===== src/sv/frd_pkg.sv =====
// frd_pkg: shared types, constants and helpers for the fraction reducer.
// Used by frd_divider, fraction_reducer_euclid and frd_checker.
// No dependencies.
package frd_pkg;

  // Data path width of numerator, denominator and all results
  localparam int DataWidth = 32;
  localparam int StatusW   = 2;

  // Result status codes
  localparam logic [StatusW-1:0] STAT_OK       = 2'd0;
  localparam logic [StatusW-1:0] STAT_ZERO_DEN = 2'd1;
  localparam logic [StatusW-1:0] STAT_OVERFLOW = 2'd2;

  // Input beat
  typedef struct packed {
    logic signed [DataWidth-1:0] num_in;
    logic signed [DataWidth-1:0] den_in;
  } frd_in_t;

  // Result beat
  typedef struct packed {
    logic signed [DataWidth-1:0] num_out;
    logic signed [DataWidth-1:0] den_out;
    logic        [StatusW-1:0]   status;
  } frd_out_t;

  // Sequencer states
  typedef enum logic [2:0] {
    ST_IDLE,
    ST_LOOP,
    ST_REM,
    ST_DIVN,
    ST_WAITN,
    ST_DIVD,
    ST_WAITD
  } frd_state_e;

  // Two's complement negate, width kept
  function automatic logic [DataWidth-1:0] frd_neg(input logic [DataWidth-1:0] v);
    frd_neg = ~v + {{(DataWidth-1){1'b0}}, 1'b1};
  endfunction

  // Magnitude; the most negative value maps to 2^(W-1) as unsigned
  function automatic logic [DataWidth-1:0] frd_mag(input logic [DataWidth-1:0] v);
    frd_mag = v[DataWidth-1] ? frd_neg(v) : v;
  endfunction

endpackage


===== src/sv/fraction_reducer_euclid.sv =====
// fraction_reducer_euclid: reduces a signed fraction to lowest terms.
// Depends on frd_pkg and frd_divider (the one shared divide unit).
//
//   channel   beat marker        payload                      flow control
//   input     start & !busy      in_i (num_in, den_in)        busy holds off
//   result    done_o, 1 cycle    result_o (num, den, status)  none, always taken
//
// Each division runs on the shared divider after a start state. An item
// takes one division per Euclid step (at most about 46 at 32 bits), then
// one each for the numerator and the denominator over the gcd.
// A zero denominator is answered in the cycle after the beat.
// Reset idles the sequencer and the divider; busy is low out of reset.
// Results cannot be stalled; a new beat may come in the cycle done_o is high.
module fraction_reducer_euclid
  import frd_pkg::*;
(
  input  logic     clk_i,
  input  logic     rst_ni,
  input  logic     start,
  input  frd_in_t  in_i,
  output logic     busy,
  output logic     done_o,
  output frd_out_t result_o
);

  frd_state_e state_q, state_d;

  logic [DataWidth-1:0] num_q, num_d;
  logic [DataWidth-1:0] den_q, den_d;
  logic [DataWidth-1:0] a_q, a_d;
  logic [DataWidth-1:0] b_q, b_d;
  logic [DataWidth-1:0] qn_q, qn_d;
  logic                 ovf_q, ovf_d;
  frd_out_t             res_q, res_d;
  logic                 done_q, done_d;

  logic                 div_start;
  logic [DataWidth-1:0] div_dividend;
  logic [DataWidth-1:0] div_divisor;
  logic                 div_done;
  logic [DataWidth-1:0] div_quo;
  logic [DataWidth-1:0] div_rem;

  logic                 accept;
  logic                 q_neg;
  logic [DataWidth-1:0] q_signed;
  logic                 q_ovf;

  assign accept = start && (state_q == ST_IDLE);

  // Sign and overflow of the quotient of the part in flight over g
  always_comb begin
    q_neg    = ((state_q == ST_WAITN) ? num_q[DataWidth-1] : den_q[DataWidth-1])
               ^ b_q[DataWidth-1];
    q_signed = q_neg ? frd_neg(div_quo) : div_quo;
    // only MIN / -1 overflows: positive quotient of 2^(W-1)
    q_ovf    = ~q_neg & div_quo[DataWidth-1];
  end

  // Next state
  always_comb begin
    state_d = state_q;
    case (state_q)
      ST_IDLE: begin
        if (start && (in_i.den_in != '0)) state_d = ST_LOOP;
      end
      ST_LOOP: begin
        state_d = (a_q == '0) ? ST_DIVN : ST_REM;
      end
      ST_REM: begin
        if (div_done) state_d = ST_LOOP;
      end
      ST_DIVN: begin
        state_d = ST_WAITN;
      end
      ST_WAITN: begin
        if (div_done) state_d = ST_DIVD;
      end
      ST_DIVD: begin
        state_d = ST_WAITD;
      end
      ST_WAITD: begin
        if (div_done) state_d = ST_IDLE;
      end
      default: begin
        state_d = ST_IDLE;
      end
    endcase
  end

  // Divider operand select and start
  always_comb begin
    div_start    = 1'b0;
    div_dividend = frd_mag(b_q);
    div_divisor  = frd_mag(a_q);
    case (state_q)
      ST_LOOP: begin
        div_start = (a_q != '0);
      end
      ST_DIVN: begin
        div_start    = 1'b1;
        div_dividend = frd_mag(num_q);
        div_divisor  = frd_mag(b_q);
      end
      ST_DIVD: begin
        div_start    = 1'b1;
        div_dividend = frd_mag(den_q);
        div_divisor  = frd_mag(b_q);
      end
      default: begin
        div_start = 1'b0;
      end
    endcase
  end

  // Data path and result updates
  always_comb begin
    num_d  = num_q;
    den_d  = den_q;
    a_d    = a_q;
    b_d    = b_q;
    qn_d   = qn_q;
    ovf_d  = ovf_q;
    res_d  = res_q;
    done_d = 1'b0;
    case (state_q)
      ST_IDLE: begin
        if (accept) begin
          num_d = in_i.num_in;
          den_d = in_i.den_in;
          a_d   = in_i.num_in;
          b_d   = in_i.den_in;
          if (in_i.den_in == '0) begin
            res_d  = '{num_out: '0, den_out: '0, status: STAT_ZERO_DEN};
            done_d = 1'b1;
          end
        end
      end
      ST_REM: begin
        // truncating remainder keeps the sign of the dividend b
        if (div_done) begin
          b_d = a_q;
          a_d = b_q[DataWidth-1] ? frd_neg(div_rem) : div_rem;
        end
      end
      ST_WAITN: begin
        if (div_done) begin
          qn_d  = q_signed;
          ovf_d = q_ovf;
        end
      end
      ST_WAITD: begin
        if (div_done) begin
          done_d = 1'b1;
          if (ovf_q || q_ovf) begin
            res_d = '{num_out: '0, den_out: '0, status: STAT_OVERFLOW};
          end else begin
            res_d = '{num_out: qn_q, den_out: q_signed, status: STAT_OK};
          end
        end
      end
      default: begin
        done_d = 1'b0;
      end
    endcase
  end

  // Control state
  always_ff @(posedge clk_i or negedge rst_ni) begin
    if (!rst_ni) begin
      state_q <= ST_IDLE;
      done_q  <= 1'b0;
    end else begin
      state_q <= state_d;
      done_q  <= done_d;
    end
  end

  // Payload registers
  always_ff @(posedge clk_i) begin
    num_q <= num_d;
    den_q <= den_d;
    a_q   <= a_d;
    b_q   <= b_d;
    qn_q  <= qn_d;
    ovf_q <= ovf_d;
    res_q <= res_d;
  end

  frd_divider u_div (
    .clk_i       (clk_i),
    .rst_ni      (rst_ni),
    .start_i     (div_start),
    .dividend_i  (div_dividend),
    .divisor_i   (div_divisor),
    .done_o      (div_done),
    .quotient_o  (div_quo),
    .remainder_o (div_rem)
  );

  assign busy     = (state_q != ST_IDLE);
  assign done_o   = done_q;
  assign result_o = res_q;

endmodule


===== src/sv/frd_divider.sv =====
// frd_divider: unsigned restoring divider, one quotient bit per cycle.
// Depends on frd_pkg (DataWidth).
// Gives quotient and remainder with a registered done_o once the last quotient bit is in.
module frd_divider
  import frd_pkg::*;
(
  input  logic                 clk_i,
  input  logic                 rst_ni,
  input  logic                 start_i,
  input  logic [DataWidth-1:0] dividend_i,
  input  logic [DataWidth-1:0] divisor_i,
  output logic                 done_o,
  output logic [DataWidth-1:0] quotient_o,
  output logic [DataWidth-1:0] remainder_o
);

  localparam int CntW = $clog2(DataWidth);
  localparam logic [CntW-1:0] CntLast = CntW'(DataWidth - 1);

  logic                 busy_q, busy_d;
  logic                 done_q, done_d;
  logic [CntW-1:0]      cnt_q, cnt_d;
  logic [DataWidth-1:0] rem_q, rem_d;
  logic [DataWidth-1:0] quo_q, quo_d;
  logic [DataWidth-1:0] dvs_q, dvs_d;
  logic [DataWidth:0]   shifted;
  logic [DataWidth:0]   diff;
  logic                 fits;

  // One restoring step: shift in the next dividend bit, trial subtract
  assign shifted = {rem_q, quo_q[DataWidth-1]};
  assign diff    = shifted - {1'b0, dvs_q};
  assign fits    = ~diff[DataWidth];

  always_comb begin
    busy_d = busy_q;
    done_d = 1'b0;
    cnt_d  = cnt_q;
    rem_d  = rem_q;
    quo_d  = quo_q;
    dvs_d  = dvs_q;
    if (start_i) begin
      busy_d = 1'b1;
      cnt_d  = '0;
      rem_d  = '0;
      quo_d  = dividend_i;
      dvs_d  = divisor_i;
    end else if (busy_q) begin
      rem_d = fits ? diff[DataWidth-1:0] : shifted[DataWidth-1:0];
      quo_d = {quo_q[DataWidth-2:0], fits};
      cnt_d = cnt_q + 1'b1;
      if (cnt_q == CntLast) begin
        busy_d = 1'b0;
        done_d = 1'b1;
      end
    end
  end

  // Control state
  always_ff @(posedge clk_i or negedge rst_ni) begin
    if (!rst_ni) begin
      busy_q <= 1'b0;
      done_q <= 1'b0;
      cnt_q  <= '0;
    end else begin
      busy_q <= busy_d;
      done_q <= done_d;
      cnt_q  <= cnt_d;
    end
  end

  // Data path
  always_ff @(posedge clk_i) begin
    rem_q <= rem_d;
    quo_q <= quo_d;
    dvs_q <= dvs_d;
  end

  assign done_o      = done_q;
  assign quotient_o  = quo_q;
  assign remainder_o = rem_q;

endmodule


===== config.mk =====
export PLATFORM = sky130hd
export DESIGN_NAME = fraction_reducer_euclid
export DESIGN_NICKNAME = d
export VERILOG_FILES = /design/src/sv/frd_pkg.sv /design/src/sv/fraction_reducer_euclid.sv /design/src/sv/frd_divider.sv
export SDC_FILE = /design/constraint.sdc
export NUM_CORES = 1
export LEC_CHECK = 0
export ABC_AREA = 1
export BUFFER_PORTS_ARGS = -buffer_cell sky130_fd_sc_hd__buf_2
export CAP_MARGIN = 20
export CORE_MARGIN = 2
export CORE_UTILIZATION = 56
export CTS_CLUSTER_SIZE = 30
export DETAILED_ROUTE_END_ITERATION = 10
export PLACE_DENSITY = 0.83
export RECOVER_POWER = 50
export SLEW_MARGIN = 10
export SYNTH_ARGS = -nofsm -noshare
export SYNTH_HDL_FRONTEND = slang
export SYNTH_SLANG_ARGS = --single-unit

===== constraint.sdc =====
create_clock -name clk_i -period 6.1 [get_ports clk_i]
set_input_delay 1.22 -clock clk_i [delete_from_list [all_inputs] [get_ports clk_i]]
set_output_delay 1.22 -clock clk_i [all_outputs]
set_load 0.03 [all_outputs]

==> results.sh, run 1 <==
export IMPL_whs_ns=0.475
export IMPL_fin_skew_ns=0.0138
export IMPL_dp_hpwl_mm=53.4
export IMPL_crit_fanout=61
export IMPL_tightest_slew_ns=1.98
export IMPL_final_max_slew_viol_count=61
export IMPL_cp_startpoint="state_q[1]$_DFFE_PN0P_"
export IMPL_synthXorXnorAreaFrac_pct=4.12
export IMPL_seq_area_frac_synth_pct=45.1
export IMPL_synth_top_family_by_area="simple AND/OR/NAND/NOR gates"
export IMPL_power_leakage_nw=10.7
export IMPL_die_width_um=200
export IMPL_synthesis_instances=2929
export IMPL_pre_cts_ws_ns=2.05
export IMPL_finalHoldViolations=0
export IMPL_cts_tree="built"
export IMPL_nets=3155
export IMPL_gp_congestion=1.01
export IMPL_r2r_start="state_q[1]$_DFFE_PN0P_"
export IMPL_cp_arrival_ns=4.69
export IMPL_slew_headroom_pct=-32.2
export IMPL_place_area_sq_um=22600
export IMPL_area_delta_synth_final_pct=10.4
export IMPL_cpLargestDelayFamily="buffers and inverters"
export IMPL_totalNegativeSetupSlack_ns=0
export IMPL_ant_nets=0
export IMPL_grt_use_total_pct=34.8
export IMPL_synth_compound_area_share_pct=7.35
export IMPL_ys_ff_latch=334
export IMPL_ctsHtreeMaxLevel=2
export IMPL_power_frac_clock_pct=48.0
export IMPL_rr_endpoint="u_div.quotient_o[0]$_DFFE_PP_"
export IMPL_vias_per_cell=5.58
export IMPL_crit_path_cell_trace="inv_1 > nand2_1 > nor2_2 > clkbuf_1 > nor2_4 > buf_4 > inv_1 > o22ai_1 > o21ai_0 > o21ai_0"
export IMPL_holdCritStartpoint="u_div.remainder_o[16]$_SDFFE_PN0P_"
export IMPL_outcome="finished, violations left"
export IMPL_critPathLaunchType="register"
export IMPL_drt_initial_drc_count=2641
export IMPL_synth_warnings=0
export IMPL_ctsRootBufferMaster="clkbuf_16"
export IMPL_dr_pass1_iters=7
export IMPL_fmax_mhz=226
export IMPL_seqCellArea_sq_um=9650
export IMPL_hp_class="reg -> reg"
export IMPL_start_util_pct=56.9
export IMPL_comb_power_share_pct=1.4
export IMPL_min_path_cells=2
export IMPL_clock_latency_ns=0.55
export IMPL_grt_pass1_vias=18600
export IMPL_synth_area_sq_um=21400
export IMPL_synth_simple_area_share_pct=31.7
export IMPL_path_clk_slew_ns=0.06
export IMPL_postSynthNetCount=3037
export IMPL_pin_count=135
export IMPL_synth_distinct_cells=52
export IMPL_grt_max_degree=67
export IMPL_row_count=71
export IMPL_power_internal_mw=3.86
export IMPL_crit_slowest_cell="clkbuf_1"
export IMPL_port_buffers=134
export IMPL_die_y_um=200
export IMPL_reg2reg_depth=10
export IMPL_layout_min_cycle_time_ns=4.42
export IMPL_fin_ws_ns=1.68
export IMPL_drive_gt1_share_pct=3.48
export IMPL_required_ns=6.37
export IMPL_sw_frac_of_total_pct=20.7
export IMPL_grt_overflow_total=0
export IMPL_cap_viol_max_count=2
export IMPL_die_area_sq_um=39800
export IMPL_hold_buffers=0
export IMPL_power_frac_seq_pct=50.6
export IMPL_core_sq_um=37700
export IMPL_synth_area_mux_share_pct=0.0467
export IMPL_fin_crit_sh_pct=72.5
export IMPL_clockBufferDepth=3
export IMPL_cts_setup_buffers=0
export IMPL_violations="capacitance limit, slew limit"
export IMPL_multi_input_area_sq_um=9820
export IMPL_rsz0062_at_grt="false"
export IMPL_wirelength_mm=69.0
export IMPL_drc=0
export IMPL_numCtsBuffers=38
export IMPL_nFillCells=3445
export IMPL_async_reset_ff_share_pct=3.29
export IMPL_wl_per_cell_um=19.2
export IMPL_worst_setup_path_type="reg -> reg"
export IMPL_synth_fa_ha_area_share_pct=2.43
export IMPL_antenna_found_initial=0
export IMPL_ir_drop_mv=0.164
export IMPL_path_buf_inv=4
export IMPL_p_per_area_nw_per_um2=206
export IMPL_cts_resized=0
export IMPL_netSwitchingPower_mw=1.01
export IMPL_synth_top_flop_cell="edfxtp_1"
export IMPL_hold_path_endpoint="u_div.remainder_o[16]$_SDFFE_PN0P_"
export IMPL_r2r_setup_slack_ns=1.68
export IMPL_clkSinkCount=334
export IMPL_grt_first_pass_wirelength_mm=105
export IMPL_slowest_delay_ns=1.09
export IMPL_crit_path_end_kind="register"
export IMPL_via_count=20000
export IMPL_synth_area_per_cell_sq_um=7.32
export IMPL_setup_viol=0
export IMPL_synth_edff_count=291
export IMPL_stdcell_area_sq_um=23700
==> cell usage in the layout (no fill, tap or decap), drive strengths merged, types with 6 or more instances in the layout <==
master    n
a21oi    71
a31oi     7
and2      6
buf      18
clkbuf  187
clkinv   10
dfrtp    11
dfxtp    32
edfxtp  291
ha       40
inv     435
nand2   941
nand3   232
nand3b    8
nand4    28
nor2    369
nor3     42
nor4      7
o211ai   14
o21ai   180
o31ai     6
or2       9
xnor2    16
xor2     84
==> how the worst max path moves through the flow <==
stage / to / slack, ns / depth (start not counted)
after floorplan: result_o[0]$_SDFFCE_PN1P_ / 0.04 / 5
after global placement: u_div.quotient_o[1]$_DFFE_PP_ / 2.19 / 8
after detailed placement: u_div.quotient_o[3]$_DFFE_PP_ / 2.05 / 8
after CTS: u_div.quotient_o[23]$_DFFE_PP_ / 2.04 / 8
after global routing: result_o[33]$_SDFFCE_PP0P_ / 1.39 / 9
final: u_div.quotient_o[0]$_DFFE_PP_ / 1.68 / 10
==> kinds of logic after synthesis <==
| group | count (synthesis) |
|---|---|
| xor+xnor | 100 |
| simple gates | 1652 |
| fa+ha+maj | 41 |
| mux | 1 |
| flops | 334 |
| compound gates | 292 |
| buf+inv | 509 |
==> power groups by stage <==
stage / combinational [mW] / clock [mW] / sequential, mW
4_1_cts: 0.0703 / 2.34 / 2.46
6_report: 0.0663 / 2.34 / 2.46
2_1_floorplan: 0.0183 / 0 / 2.51
3_3_place_gp: 0.0683 / 0 / 2.51
5_1_grt: 0.0712 / 2.44 / 2.46
3_5_place_dp: 0.0702 / 0 / 2.51
==> worst reg2reg max path, cell delays in order, from the launching register on <==
cell,delay (ns)
dfrtp_1,0.40
inv_1,0.19
nand2_1,0.14
nor2_2,0.10
clkbuf_1,1.09
nor2_4,0.03
buf_4,0.37
inv_1,0.98
o22ai_1,0.31
o21ai_0,0.40
o21ai_0,0.14
==> cells in the mapped netlist, types with 8 or more instances <==
master	number	area share [%]
nand3b_1	8	0.28
dfxtp_1	32	3.0
nand2_1	933	16
o211ai_1	14	0.49
buf_2	30	0.70
or2_2	8	0.23
nand3_1	231	5.4
xor2_1	83	3.4
edfxtp_1	291	41
clkbuf_1	35	0.61
xnor2_1	16	0.65
nand4_1	28	0.82
nor3_1	39	0.91
nor2_1	362	6.3
dfrtp_1	11	1.3
ha_1	40	2.3
a21oi_1	71	1.7
nand2_2	8	0.23
inv_1	427	7.5
o21ai_0	174	4.1
==> metrics by stage <==
step	power (mW)	util [%]	cells
after CTS	4.88	63.3	3587
after floorplan	2.53	-	2929
after global placement	2.58	59.9	3517
final	4.86	62.8	3589
after detailed placement	2.58	59.9	3517
after global routing	4.97	62.8	3588
==> cell type report <==
cell class / count / share of cell area, %
Antenna cell: 1 / 0.0106
Clock buffer: 51 / 4.36
Clock inverter: 19 / 0.983
Inverter: 433 / 6.87
Multi-Input combinational cell: 2086 / 41.5
Sequential cell: 334 / 40.8
Tap cell: 511 / 2.70
Timing Repair Buffer: 154 / 2.78
==> registers in the layout, indices dropped and copies added, names as in the netlist <==
signal             count
done_o                 1
a_q                   32
u_div.busy_q           1
u_div.remainder_o     32
b_q                   32
result_o              66
den_q                 32
u_div.dvs_q           32
qn_q                  32
u_div.done_o           1
u_div.quotient_o      32
ovf_q                  1
num_q                 32
u_div.cnt_q            5
state_q                3
==> metal layers <==
metal	share of wire [%]	vias up	global-route usage [%]
met5	0	-	0
li1	-	9635	-
met4	3.6	0	11.8
met1	41	9234	47.5
met3	9.7	147	5.60
met2	46	1027	56.6
No activity file was read; power rests on OpenSTA's default activity.
==> run 2, diff against run 1 <==
--- a/config.mk
+++ b/config.mk
@@ -9,10 +9,10 @@
 export BUFFER_PORTS_ARGS = -buffer_cell sky130_fd_sc_hd__buf_2
 export CAP_MARGIN = 20
 export CORE_MARGIN = 2
-export CORE_UTILIZATION = 56
+export CORE_UTILIZATION = 60
 export CTS_CLUSTER_SIZE = 30
 export DETAILED_ROUTE_END_ITERATION = 10
-export PLACE_DENSITY = 0.83
+export PLACE_DENSITY = 0.85
 export RECOVER_POWER = 50
 export SLEW_MARGIN = 10
 export SYNTH_ARGS = -nofsm -noshare
==> constraint.sdc (replaced) <==
create_clock -name clk_i -period 4.15 [get_ports clk_i]
set_input_delay 0.83 -clock clk_i [delete_from_list [all_inputs] [get_ports clk_i]]
set_output_delay 0.83 -clock clk_i [all_outputs]
set_load 0.03 [all_outputs]
==> results.sh, run 2 (synthesis results as in run 1) <==
export IMPL_cts_resized=0
export IMPL_slew_headroom_pct=-30.8
export IMPL_antenna_found_initial=1
export IMPL_totalNegativeSetupSlack_ns=0
export IMPL_power_leakage_nw=10.7
export IMPL_r2r_setup_slack_ns=0.57
export IMPL_grt_pass1_vias=19100
export IMPL_rsz0062_at_grt="false"
export IMPL_vias_per_cell=5.76
export IMPL_port_buffers=134
export IMPL_crit_path_end_kind="register"
export IMPL_grt_use_total_pct=38.3
export IMPL_cts_setup_buffers=0
export IMPL_start_util_pct=60.5
export IMPL_hp_class="in -> async"
export IMPL_grt_overflow_total=0
export IMPL_via_count=20400
export IMPL_whs_ns=0.287
export IMPL_fin_skew_ns=0.0221
export IMPL_hold_buffers=0
export IMPL_nFillCells=3068
export IMPL_cpLargestDelayFamily="buffers and inverters"
export IMPL_dp_hpwl_mm=55.4
export IMPL_die_area_sq_um=37200
export IMPL_cp_startpoint="state_q[0]$_DFFE_PN0P_"
export IMPL_slowest_delay_ns=0.75
export IMPL_drc=0
export IMPL_area_delta_synth_final_pct=10.1
export IMPL_tightest_slew_ns=1.96
export IMPL_netSwitchingPower_mw=1.44
export IMPL_layout_commonest_cell="nand2_1"
export IMPL_row_count=69
export IMPL_nets=3163
export IMPL_outcome="finished, violations left"
export IMPL_rr_endpoint="result_o[28]$_SDFFCE_PP0P_"
export IMPL_ir_drop_mv=0.480
export IMPL_crit_cells=10
export IMPL_crit_fanout=41
export IMPL_reg2reg_depth=10
export IMPL_finalHoldViolations=0
export IMPL_comb_power_share_pct=1.3
export IMPL_seqCellArea_sq_um=9650
export IMPL_fmax_mhz=279
export IMPL_drive_gt1_share_pct=3.70
export IMPL_place_area_sq_um=22600
export IMPL_crit_path_cell_trace="nor2_1 > nand2_1 > o21ai_0 > xor2_2 > nor2_1 > clkinv_1 > nand3_1 > clkbuf_2 > buf_4 > a21oi_1"
export IMPL_pin_count=135
export IMPL_ant_nets=0
export IMPL_ctsHtreeMaxLevel=2
export IMPL_gp_congestion=1.02
export IMPL_mostFrequentLayoutCells="nand2_1, inv_1, nor2_1"
export IMPL_path_buf_inv=3
export IMPL_critPathLaunchType="register"
export IMPL_clkSinkCount=334
export IMPL_wirelength_mm=71.4
export IMPL_wl_per_cell_um=20.2
export IMPL_cts_tree="built"
export IMPL_grt_max_degree=68
export IMPL_clockBufferDepth=3
export IMPL_power_frac_seq_pct=51.2
export IMPL_critical_path_most_common_cell="nor2_1"
export IMPL_path_clk_slew_ns=0.06
export IMPL_numCtsBuffers=37
export IMPL_r2r_start="state_q[0]$_DFFE_PN0P_"
export IMPL_die_y_um=193
export IMPL_ctsRootBufferMaster="clkbuf_16"
export IMPL_power_frac_clock_pct=47.5
export IMPL_multi_input_area_sq_um=9800
export IMPL_cap_viol_max_count=3
export IMPL_largest_reg_flops=66
export IMPL_grt_first_pass_wirelength_mm=107
export IMPL_final_max_slew_viol_count=116
export IMPL_p_per_area_nw_per_um2=300
export IMPL_layout_min_cycle_time_ns=3.58
export IMPL_sw_frac_of_total_pct=20.4
export IMPL_dr_pass1_iters=9
export IMPL_core_sq_um=35400
export IMPL_cp_arrival_ns=3.86
export IMPL_drt_initial_drc_count=2321
export IMPL_die_width_um=193
export IMPL_power_total_mw=7.07
export IMPL_setup_viol=0
export IMPL_violations="capacitance limit, slew limit"
export IMPL_fin_crit_sh_pct=86.3
export IMPL_power_internal_mw=5.63
export IMPL_worst_setup_path_type="reg -> reg"
export IMPL_clock_latency_ns=0.55
export IMPL_required_ns=4.43
export IMPL_crit_path_end="result_o[28]$_SDFFCE_PP0P_"
export IMPL_stdcell_area_sq_um=23600
export IMPL_crit_slowest_cell="clkbuf_2"
-- run 2: cell types whose count changed in the layout (fill, tap and decap cells not counted), moves of 2 or more --
cell,change
buf_4,+7
clkbuf_1,-6
clkinv_2,+5
clkinvlp_4,-3
clkbuf_2,+2
clkbuf_8,+2
clkinv_4,-2
inv_6,-2
-- run 2: per-layer routing --
layer,wire [um],global-route usage (%),vias up
li1,-,-,9662
met3,6890,5.67,187
met1,28000,50.4,9438
met2,33500,64.4,1113
met4,3010,14.3,0
met5,0,0,-
-- run 2: worst min-delay path by stage --
stage	slack [ns]	to	cells after the start
finish	0.29	state_q[0]$_DFFE_PN0P_	1
global route	0.35	done_o$_DFF_PN0_	1
CTS	0.15	done_o$_DFF_PN0_	1
detailed placement	0.48	u_div.remainder_o[16]$_SDFFE_PN0P_	2
global placement	0.46	u_div.cnt_q[4]$_DFFE_PN0P_	2
floorplan	0.43	qn_q[0]$_DFFE_PP_	0
-- run 2: layout make-up --
cell class                 instances  area share, %
timing repair buffer             163           3.03
multi-input combinational       2086           41.6
clock buffer                      47           4.30
antenna                            1         0.0106
inverter                         433           6.89
clock inverter                    17          0.833
sequential                       334           40.9
tap                              461           2.45
-- run 2: stage by stage --
stage	utilization, %	worst slack [ns]	cells
floorplan	-	0.615	2929
global placement	63.8	0.844	3476
detailed placement	63.8	0.760	3476
CTS	67.2	0.735	3540
global route	66.6	0.375	3541
finish	66.6	0.570	3542
-- run 2: power groups by stage --
stage,combinational (mW),sequential (mW),clock (mW)
after floorplan,0.0272,3.69,0
after detailed placement,0.0973,3.69,0
final,0.0925,3.62,3.36
after global placement,0.0942,3.69,0
after global routing,0.0997,3.62,3.47
after CTS,0.0980,3.62,3.35
